**config.mk**
```make
export PLATFORM = sky130hd
export DESIGN_NAME = dpb_out_queue
export DESIGN_NICKNAME = d
export VERILOG_FILES = /design/src/hdl/dpb_pkg.sv /design/src/hdl/dpb_out_queue.sv
export SDC_FILE = /design/constraint.sdc
export NUM_CORES = 1
export LEC_CHECK = 0
export BUFFER_PORTS_ARGS = -buffer_cell sky130_fd_sc_hd__buf_4
export CORE_MARGIN = 10
export CORE_UTILIZATION = 55
export CTS_CLUSTER_SIZE = 16
export DETAILED_ROUTE_END_ITERATION = 10
export GPL_TIMING_DRIVEN = 0
export PLACE_DENSITY = 0.81
export SLEW_MARGIN = 20
export SYNTH_ARGS = -nofsm -noshare
export SYNTH_HDL_FRONTEND = slang
export SYNTH_SLANG_ARGS = --single-unit
```
**constraint.sdc**
```tcl
create_clock -name clk -period 11.2 [get_ports clk]
set_input_delay 0.56 -clock clk [delete_from_list [all_inputs] [get_ports clk]]
set_output_delay 0.56 -clock clk [all_outputs]
set_load 0.01 [all_outputs]
```
**src/hdl/dpb_pkg.sv**
```systemverilog
// Package for the depth-to-point back-projection block.
// Holds the widths, register codes, reset values and payload structs.
// No dependencies; every other file of the block uses it.
`default_nettype none

package dpb_pkg;

	localparam int MAX_DIM    = 4096;
	localparam int CNT_W      = $clog2(MAX_DIM);
	localparam int DIM_W      = CNT_W + 1;
	localparam int DEPTH_W    = 16;
	localparam int COLOR_W    = 8;
	localparam int FOCAL_W    = 25;
	localparam int COORD_W    = 32;
	localparam int FRAC_SHIFT = 20;
	localparam int PROD1_W    = CNT_W + DEPTH_W;
	localparam int PROD2_W    = PROD1_W + FOCAL_W;
	localparam int QMAG_W     = PROD2_W - FRAC_SHIFT;

	// queue depths, powers of two
	localparam int CMD_DEPTH  = 4;
	localparam int OUT_DEPTH  = 8;
	localparam int OUT_CNT_W  = $clog2(OUT_DEPTH + 1);

	localparam int CFG_IDX_W  = 2;

	typedef logic [DIM_W-1:0]           dim_t;
	typedef logic [CNT_W-1:0]           cnt_t;
	typedef logic signed [CNT_W:0]      off_t;
	typedef logic [FOCAL_W-1:0]         focal_t;
	typedef logic [PROD1_W-1:0]         prod1_t;
	typedef logic [PROD2_W-1:0]         prod2_t;
	typedef logic [QMAG_W-1:0]          qmag_t;
	typedef logic signed [COORD_W-1:0]  coord_t;
	typedef logic [CFG_IDX_W-1:0]       cfg_idx_t;
	typedef logic [OUT_CNT_W-1:0]       out_cnt_t;

	localparam cfg_idx_t CFG_IMAGE_WIDTH  = 2'd0;
	localparam cfg_idx_t CFG_IMAGE_HEIGHT = 2'd1;
	localparam cfg_idx_t CFG_INV_FOCAL    = 2'd2;

	localparam dim_t   RST_IMAGE_WIDTH  = 13'd640;
	localparam dim_t   RST_IMAGE_HEIGHT = 13'd480;
	localparam focal_t RST_INV_FOCAL    = 25'd31957;

	localparam qmag_t  COORD_LIMIT = 33'd2147450880;
	localparam prod2_t ROUND_ADD   = prod2_t'((64'd1 << FRAC_SHIFT) - 64'd1);

	typedef struct packed {
		logic [DEPTH_W-1:0] depth_mm;
		logic [COLOR_W-1:0] blue_in;
		logic [COLOR_W-1:0] green_in;
		logic [COLOR_W-1:0] red_in;
	} pixel_t;

	// fields that ride along the arithmetic unchanged
	typedef struct packed {
		logic [DEPTH_W-1:0] point_z;
		logic               point_valid;
		logic [COLOR_W-1:0] blue_out;
		logic [COLOR_W-1:0] green_out;
		logic [COLOR_W-1:0] red_out;
		logic               frame_last;
	} attr_t;

	typedef struct packed {
		off_t  offset_x;
		off_t  offset_y;
		attr_t attr;
	} cmd_t;

	typedef struct packed {
		coord_t             point_x;
		coord_t             point_y;
		logic [DEPTH_W-1:0] point_z;
		logic               point_valid;
		logic [COLOR_W-1:0] blue_out;
		logic [COLOR_W-1:0] green_out;
		logic [COLOR_W-1:0] red_out;
		logic               frame_last;
	} point_t;

endpackage

`default_nettype wire

```
**src/hdl/dpb_out_queue.sv**
```systemverilog
// Result queue in front of the output port.
// Register-based FIFO of dpb_pkg::point_t, depth dpb_pkg::OUT_DEPTH.
// Depends on dpb_pkg.
`default_nettype none

module dpb_out_queue (
	input  logic              clk,
	input  logic              arst_n,
	input  logic              push,
	input  dpb_pkg::point_t   push_data,
	input  logic              pop,
	output logic              empty,
	output dpb_pkg::point_t   head,
	output dpb_pkg::out_cnt_t count
);

	localparam int PTR_W = $clog2(dpb_pkg::OUT_DEPTH);

	dpb_pkg::point_t   entries_q [dpb_pkg::OUT_DEPTH];
	logic [PTR_W-1:0]  wr_ptr_q, rd_ptr_q;
	dpb_pkg::out_cnt_t count_q;
	logic              do_push, do_pop;

	assign empty   = (count_q == '0);
	assign do_push = push && (count_q != dpb_pkg::out_cnt_t'(dpb_pkg::OUT_DEPTH));
	assign do_pop  = pop & ~empty;
	assign head    = entries_q[rd_ptr_q];
	assign count   = count_q;

	always_ff @(posedge clk or negedge arst_n) begin
		if (!arst_n) begin
			wr_ptr_q <= '0;
			rd_ptr_q <= '0;
			count_q  <= '0;
		end else begin
			if (do_push) begin
				wr_ptr_q <= wr_ptr_q + PTR_W'(1);
			end
			if (do_pop) begin
				rd_ptr_q <= rd_ptr_q + PTR_W'(1);
			end
			if (do_push && !do_pop) begin
				count_q <= count_q + dpb_pkg::out_cnt_t'(1);
			end else if (do_pop && !do_push) begin
				count_q <= count_q - dpb_pkg::out_cnt_t'(1);
			end
		end
	end

	always_ff @(posedge clk) begin
		if (do_push) begin
			entries_q[wr_ptr_q] <= push_data;
		end
	end

endmodule

`default_nettype wire

```
==> results by group, run 1 <==
Synthesis
  – Distinct cells, synth: 32
  – Most area-consuming cells after synthesis: edfxtp_1, mux4_2, mux2_2
  – XOR/XNOR Fraction of Synth Area: less than 1%
  – Syn_area_per_cell: 25.2 um^2
  – Yosys warns: 0
  – Post-Synthesis Net Count: roughly 1,400
  – Adder-cell share of the synthesized area: 0.254%
  – Flip-flop and latch count after synthesis: 858
  – Post-synth EDFFs: 848
  – Yosys top cell by area: edfxtp_1
  – Post-Syn Instances: 1,289
  – Post-Syn Area: 0.0325 mm^2
  – Mux cell area share after synthesis: 18.5%
  – Post-synthesis simple-gate area fraction: 0.412%
  – Post-synthesis sequential area ratio: 79.2%
  – FFs w/ async S/R, synth: 1.17%
  – Top FF cell, synth: edfxtp_1
  – Yosys top cell area share: 78.4%
  – Main combinational cell family by area after synthesis: multiplexers
  – Compound-Gate Fraction of Synth Area: 0.177%

Worst hold path
  – Worst hold path class: input pin to flop

Power and ir drop
  – Total power: between 10 and 15 mW
  – Clock Power Share: 27.3%
  – Switching power: 3.08 mW
  – PwrDens: 271 mW/mm^2
  – Leakage: 13.0 nW
  – Reg power frac: 39.0%
  – Internal Power: 7.56 mW
  – Peak supply drop: around 0.00022 V
  – Gate power share: about a third
  – Net Sw Frac: 29.0%

STA
  – Unrepaired setup endpoints after global routing: false
  – Worst-Margin Slew: a little over 1000 ps
  – Minimum clock period: slightly above 4000 ps
  – Final Cycle Share: a little over a third
  – Normalized max-slew margin: between 30% and 40%
  – Fmax: between 200 and 250 MHz
  – Final hold vios: 0
  – Max Slew Vio Count: 0
  – Clock Skews: 22.3 ps
  – Setup total negative slack: 0 ps
  – # setup viols final: 0

Cells and area
  – Non-Filler Instances: 2,514
  – Share of cells above drive strength 1: between 40% and 50%
  – Filler instances: 3,575
  – Final non-filler cell area: about 0.039 mm^2
  – Area grow syn2layout: 20.9%
  – # nets final: 1,783

Drt
  – Vias: 15,100
  – DR WL/cell: 27.9 um
  – DR iter-0 viols: approximately 1,500
  – Router iterations before antenna repair: 5
  – Drt drc: 0
  – Vias per cell: about 6
  – Post-Route WL: approximately 70 mm
  – Post-DRT Antenna Nets: 0

Floorplan
  – Top Ports: roughly 220
  – Total Die Area: 0.0692 mm^2
  – Chip Height: 263 um
  – Core box area: 0.0588 mm^2
  – Die X: between 200 and 300 um
  – FP Rows: 89
  – Initial Util: between 50% and 60%

Placement
  – Inst Count DP: roughly 2,400
  – Gpl congestion: 0.717
  – Placed Area: about 0.036 mm^2
  – Post-DP HPWL: about 45 mm
  – PortBufs: 220

Clock tree
  – Skew-Pair Late Insertion Delay: about 630 ps
  – CTS sink cnt: 858
  – Post-CTS Repair Setup Buffers: 0
  – Clock root cell: clkbuf_16
  – CTS clk-pin slew, worst paths: 60 ps
  – Maximum clock path buffer count: 3
  – CTS buffer count: 86
  – H-Tree Depth: 3
  – CTS tree: built

Global routing
  – Pin count of the biggest net entering global routing: 22
  – Vias in the first global route: 16,300
  – First-pass GRT wire length: between 100 and 150 mm
  – Aggregate global routing overflow: 0
  – Tot GR Track Use: about a fifth
  – Antenna violations before repair: 10

Worst setup path
  – CP Capture Type: primary output
  – CP startpoint kind: flop
  – Worst setup path class: flop to primary output
  – Critical path arrival: 3530 ps
  – Crit path max fanout: 10
  – CP Data Required Time: 10,640 ps

Job
  – Max-Cap Viols: 0

Status
  – Status: finished clean
==> placed cells by master, fill, tap and decap left out, drive strengths merged <==
master         n
a2111o         1
a21oi          2
buf          335
bufinv        13
clkbuf       112
clkinv        38
clkinvlp       6
dfrtp         10
diode          4
dlygate4sd3    1
edfxtp       848
fa             1
ha             5
inv            7
mux2         109
mux2i          1
mux4         212
nand2          4
nand2b         2
nand3          4
nand3b         2
nor2           7
nor3           3
nor4           1
o211ai         2
o21ai          1
o41ai          1
or3            1
or4            1
or4b           1
xnor2          5
xor2           1
==> synth_stat cells (3+ instances only) <==
master and n:
mux4_2 212, nor2_1 7, inv_1 3, buf_2 25
edfxtp_1 848, buf_6 18, mux2_2 108, clkbuf_1 15
dfrtp_1 10, nand3_1 4, nor3_1 3, ha_1 5
nand2_1 4, xnor2_1 5
==> cell families after synthesis <==
logic type / Yosys count
flops: 858
mux: 322
buf+inv: 64
simple gates: 26
compound gates: 7
xor+xnor: 6
fa+ha+maj: 6
==> per-layer routing <==
metal | up-vias | share of wire [%] | routed length [um] | global-route usage (%)
met5 | - | 0.13 | 89 | 0
met4 | 12 | 2.4 | 1660 | 6.90
met3 | 109 | 7.1 | 4960 | 4.84
met2 | 614 | 52 | 36600 | 34.5
met1 | 8047 | 38 | 26900 | 25.6
li1 | 6322 | - | - | -
==> flip-flops by register name (all words and copies together) (netlist names) <==
signal and cells:
entries_q 848, wr_ptr_q 3, count 4, rd_ptr_q 3
==> layout make-up <==
class / instances / area (um^2) / share of cell area, %
diodes: 4 / 10.0 / 0.0255
plain buffers: 61 / 423 / 1.08
clock buffers: 97 / 2190 / 5.59
clock inverters: 61 / 708 / 1.80
inverters: 3 / 11.3 / 0.0287
multi-input cells: 367 / 6390 / 16.3
flip-flops and latches: 858 / 25700 / 65.5
well taps: 773 / 967 / 2.46
repair buffers: 290 / 2840 / 7.24
==> path summary, 6_finish.rpt <==
kind                       depth (start not counted)           endpoint  slack (ps)           start
max                                                5           head[88]        7110     rd_ptr_q[2]
min                                                1  entries_q[6][103]         150  push_data[103]
max reg2reg                                        8   entries_q[0][71]        8050        count[0]
min reg2reg                                        1        wr_ptr_q[0]         560     wr_ptr_q[0]
max in group asynchronous                          2        rd_ptr_q[1]       10760          arst_n
min in group asynchronous                          2           count[0]         290          arst_n
==> power by group through the flow <==
stage	registers, mW	logic [mW]	clock network, mW
2_1_floorplan	4.27	2.10	0
3_3_place_gp	4.38	3.36	0
3_5_place_dp	4.22	3.63	0
4_1_cts	4.16	3.66	2.96
5_1_grt	4.19	3.81	3.09
6_report	4.15	3.58	2.91
==> what timing repair did <==
action / CTS / global route
endpoints found under the hold margin: 10 / 0
resized for setup: 0 / 0
hold buffers: 1 / 0
==> critical path, stage by stage (launching register included) <==
cell and delay, ps:
dfrtp_1 320, clkbuf_1 750, clkbuf_1 770, buf_2 460, mux2_2 430, buf_4 160
==> stage by stage <==
stage          worst slack [ps]  util [%]  hold WS (ps)
3_3_place_gp              -4450      59.7           397
5_1_grt                    7100      66.8           136
3_5_place_dp               7690      61.8           399
6_report                   7110      66.8           152
4_1_cts                    7020      66.8           117
2_1_floorplan              2450         -           264
(Power assumes the default switching activity.)
==> run 2: changes to the inputs <==
- CORE_UTILIZATION: 55 -> 54
- PLACE_DENSITY: 0.81 -> 0.82
- clock period: 11.2 -> 3.6 ns (I/O delays scaled with it)
==> results by group, run 2 (synthesis results as in run 1) <==
STA
  – Normalized max-slew margin: 42.6%
  – Unrepaired setup endpoints after global routing: false
  – Final Cycle Share: 90.4%
  – Fmax: slightly above 300 MHz
  – Max Slew Vio Count: 0
  – Worst-Margin Slew: 861 ps
  – # setup viols final: 0
  – Clock Skews: 13.9 ps
  – Final hold vios: 0
  – Minimum clock period: 3250 ps

Power and ir drop
  – Internal Power: roughly 23 mW
  – Leakage: approximately 13 nW
  – Reg power frac: 39.9%
  – Gate power share: about a third
  – Peak supply drop: 0.000532 V
  – Net Sw Frac: 29.5%
  – Total power: 32.6 mW
  – Clock Power Share: roughly 25%
  – Switching power: ~9.6 mW
  – PwrDens: 813 mW/mm^2

Cells and area
  – Filler instances: between 3,000 and 4,000
  – Non-Filler Instances: 2,599
  – Most frequent cells in the layout: edfxtp_1, buf_4, mux4_2
  – Multi-input logic area: 0.00641 mm^2
  – # nets final: 1,875
  – Most common cell after layout, fill and taps aside: edfxtp_1
  – Sequential cell area: 0.0257 mm^2
  – Area grow syn2layout: 23.3%
  – Final non-filler cell area: approximately 0.040 mm^2
  – Max reg flops: roughly 850
  – Share of cells above drive strength 1: 42.3%
  – Largest reg by FF count: entries_q

Floorplan
  – Total Die Area: 0.0704 mm^2
  – Core box area: 0.0592 mm^2
  – Initial Util: a little over half
  – Top Ports: 221
  – FP Rows: 89
  – Die X: between 200 and 300 um
  – Chip Height: ~270 um

Placement
  – Inst Count DP: 2,338
  – Placed Area: 0.0364 mm^2
  – Gpl congestion: 0.740
  – PortBufs: 220
  – Post-DP HPWL: approximately 45 mm

Global routing
  – Vias in the first global route: 16,900
  – First-pass GRT wire length: 108 mm
  – Antenna violations before repair: 3
  – Tot GR Track Use: 20.6%
  – Aggregate global routing overflow: 0
  – Pin count of the biggest net entering global routing: 22

Drt
  – DR WL/cell: 27.6 um
  – Post-Route WL: 71.8 mm
  – Drt drc: 0
  – Vias per cell: 5.95
  – DR iter-0 viols: 1,456
  – Vias: 15,500
  – Router iterations before antenna repair: 5
  – Post-DRT Antenna Nets: 0

Clock tree
  – CTS buffer count: between 80 and 90
  – Maximum clock path buffer count: 3
  – H-Tree Depth: 3
  – Skew-Pair Late Insertion Delay: 620 ps
  – CTS sink cnt: 858
  – CTS tree: built
  – Clock root cell: clkbuf_16
  – CTS clk-pin slew, worst paths: 60 ps

Worst setup path
  – Critical path arrival: 3070 ps
  – CP Capture Type: primary output
  – Worst setup path class: flop to primary output
  – CP startpoint kind: flop
  – CP Data Required Time: 3420 ps
  – Crit path max fanout: 10

Worst hold path
  – Worst hold path class: input pin to flop

Status
  – Status: finished clean

Job
  – Max-Cap Viols: 0
[run 2: what timing repair did]
action | CTS | global route
resized for setup | 3 | 0
hold buffers | 110 | 0
setup endpoints to repair | 79 | 0
hold endpoints to repair | 864 | 0
buffers inserted | 0 | 0
[run 2: area by class of cell]
type / count / share of cell area, %
clock inverter: 49 / 0.987
sequential: 858 / 64.2
antenna: 1 / 0.00625
inverter: 3 / 0.0281
clock buffer: 102 / 5.47
multi-input combinational: 367 / 16.0
timing repair buffer: 386 / 9.81
buffer: 60 / 1.06
tap: 773 / 2.41
[run 2: worst max-delay path, stage by stage, from the launching register on]
cell	delay (ps)
dfrtp_1	350
buf_2	270
clkbuf_2	510
buf_2	450
mux4_2	400
mux2_2	310
buf_4	150
[run 2: through the flow]
stage	hold slack (ps)	setup TNS (ps)	util [%]	worst slack (ps)
finish	324	0	67.6	346
global route	328	0	67.6	289
CTS	290	0	67.6	308
detailed placement	21.0	0	61.4	418
global placement	16.3	-1815350	59.4	-3260
floorplan	-116	-229700	-	-518
[run 2: path summary, 6_finish.rpt]
| kind | startpoint | to | slack, ps | cells past startpoint |
|---|---|---|---|---|
| max | rd_ptr_q[1] | head[99] | 350 | 6 |
| min | push_data[46] | entries_q[7][46] | 320 | 2 |
| max reg2reg | count[0] | count[3] | 640 | 9 |
| min reg2reg | wr_ptr_q[0] | wr_ptr_q[0] | 570 | 1 |
| max in group asynchronous | arst_n | count[0] | 2580 | 3 |
| min in group asynchronous | arst_n | rd_ptr_q[2] | 620 | 3 |
[run 2: power by group through the flow]
stage                     Sequential [mW]  Combinational, mW  Clock (mW)
after detailed placement             13.1               11.3           0
after global routing                 13.1               12.0        8.78
after floorplan                      13.1               6.56           0
after global placement               13.3               10.5           0
after CTS                            13.0               11.5        8.41
final                                13.0               11.3        8.28
[run 2: per-layer routing]
metal | GRT usage, % | vias to the layer above | wire length, um
met5 | 0 | - | 7
met4 | 6.55 | 2 | 1790
met3 | 4.22 | 116 | 4880
met2 | 35.9 | 661 | 37900
met1 | 25.8 | 8178 | 27200
li1 | - | 6508 | -
==> run 3: changes to the inputs <==
- CORE_UTILIZATION: 54 -> 55
- CTS_BUF_LIST: unset -> sky130_fd_sc_hd__clkbuf_8
- PLACE_DENSITY: 0.82 -> 0.83
==> results by group, run 3 (synthesis results as in run 1) <==
Worst hold path
  – Worst Hold Launch: push_data[91]
  – Worst hold path class: input pin to flop

Cells and area
  – Post-layout util: 67.9%
  – Share of cells above drive strength 1: 43.1%
  – Most common cell after layout, fill and taps aside: edfxtp_1
  – Max reg flops: 848
  – Largest reg by FF count: entries_q
  – # nets final: 1,924
  – Most frequent cells in the layout: edfxtp_1, buf_4, mux4_2
  – Area grow syn2layout: 22.8%

Global routing
  – Vias in the first global route: 17,400
  – Tot GR Track Use: between 20% and 30%
  – First-pass GRT wire length: 112 mm
  – Aggregate global routing overflow: 0
  – Antenna violations before repair: 8
  – Pin count of the biggest net entering global routing: 22

Worst setup path
  – CP Capture Type: primary output
  – Worst setup path class: flop to primary output
  – Critical R2R Launch: count[3]
  – CP startpoint kind: flop
  – CP Data Required Time: about 3400 ps
  – Critical path arrival: 3190 ps
  – Crit path max fanout: 10
  – Crit. Startpoint: rd_ptr_q[2]

STA
  – # setup viols final: 0
  – Final hold vios: 0
  – Worst-Margin Slew: 824 ps
  – Min Hold Slack: roughly 160 ps
  – Final Cycle Share: approximately 94%
  – Normalized max-slew margin: 44.9%
  – Unrepaired setup endpoints after global routing: false
  – Max Slew Vio Count: 0
  – Fmax: 297 MHz
  – Clock Skews: 33.9 ps
  – Minimum clock period: 3370 ps

Power and ir drop
  – Total power: 32.0 mW
  – Peak supply drop: 0.000462 V
  – Leakage: 13.4 nW
  – PwrDens: 801 mW/mm^2

Drt
  – Post-Route WL: 73.9 mm
  – Vias per cell: 5.92
  – Router iterations before antenna repair: 6
  – DR WL/cell: 27.5 um
  – Vias: 15,900
  – Post-DRT Antenna Nets: 0
  – Drt drc: 0
  – DR iter-0 viols: 1,603

Floorplan
  – Total Die Area: 0.0692 mm^2
  – Chip Height: 263 um
  – Die X: 263 um
  – Initial Util: 55.3%
  – FP Rows: 89
  – Core box area: 0.0588 mm^2
  – Top Ports: 221

Clock tree
  – Skew-Pair Late Insertion Delay: 800 ps
  – Clock root cell: clkbuf_8
  – Post-CTS Repair Setup Buffers: 0
  – CTS tree: built
  – CTS sink cnt: about 860
  – CTS buffer count: between 100 and 150
  – H-Tree Depth: 4
  – CTS clk-pin slew, worst paths: 60 ps
  – Maximum clock path buffer count: 3

Status
  – Status: finished clean

Placement
  – Post-DP HPWL: 45.0 mm
  – PortBufs: 220
  – Gpl congestion: 0.714

Job
  – Max-Cap Viols: 0
run 3: changes by cell type in the layout (fill, tap and decap cells not counted), sizes merged:
cell | before | now
clkinvlp | 2 | 4
buf | 322 | 320
inv | 6 | 53
diode | 1 | 8
clkinv | 39 | 34
clkbuf | 116 | 152
run 3: worst paths after layout:
kind | to | slack (ps) | cells past startpoint
worst min register to register | wr_ptr_q[0] | 550 | 1
worst min-delay path | entries_q[7][91] | 160 | 2
worst max-delay path | head[84] | 230 | 4
worst max register to register | entries_q[0][29] | 580 | 8
min in group asynchronous | count[2] | 440 | 3
max in group asynchronous | count[3] | 2810 | 3
run 3: critical path, stage by stage, from the launching register on:
cell and delay (ps):
dfrtp_1 830, clkbuf_2 520, buf_2 460, mux2_2 440
buf_4 160
run 3: cell type report:
type | instances | area, um^2
clock inverter | 93 | 576
buffer | 60 | 423
fill | 3412 | 18900
timing repair buffer | 384 | 3870
inverter | 3 | 11.3
clock buffer | 138 | 1900
sequential | 858 | 25700
tap | 773 | 967
antenna | 8 | 20.0
multi-input combinational | 367 | 6410
run 3: what timing repair did:
item	in CTS	in global routing
gates resized for setup	3	0
hold buffers	110	0
endpoints found under the hold margin	884	0
endpoints found under the setup margin	104	0
run 3: metrics by stage:
step                instance area [um^2]  worst slack, ps   TNS, ps  instances
finish                             39900              233         0       2684
global route                       39900              143         0       2682
CTS                                39900              166         0       2676
detailed placement                 36300              476         0       2336
global placement                   35200            -3230  -1853780       2282
floorplan                          32600             -518   -229700       1289
run 3: per-layer routing:
| metal | vias to the layer above | global-route usage [%] | part of all wire [%] |
|---|---|---|---|
| met5 | - | 0 | 0.037 |
| met4 | 4 | 8.00 | 2.5 |
| met3 | 129 | 5.18 | 7.1 |
| met2 | 751 | 36.9 | 53 |
| met1 | 8370 | 26.6 | 37 |
| li1 | 6624 | - | - |
run 3: where the power goes:
part | internal [mW] | switching (mW)
combinational | 5.69 | 5.58
sequential | 12.6 | 0.445
clock | 3.95 | 3.76
total | 22.2 | 9.79
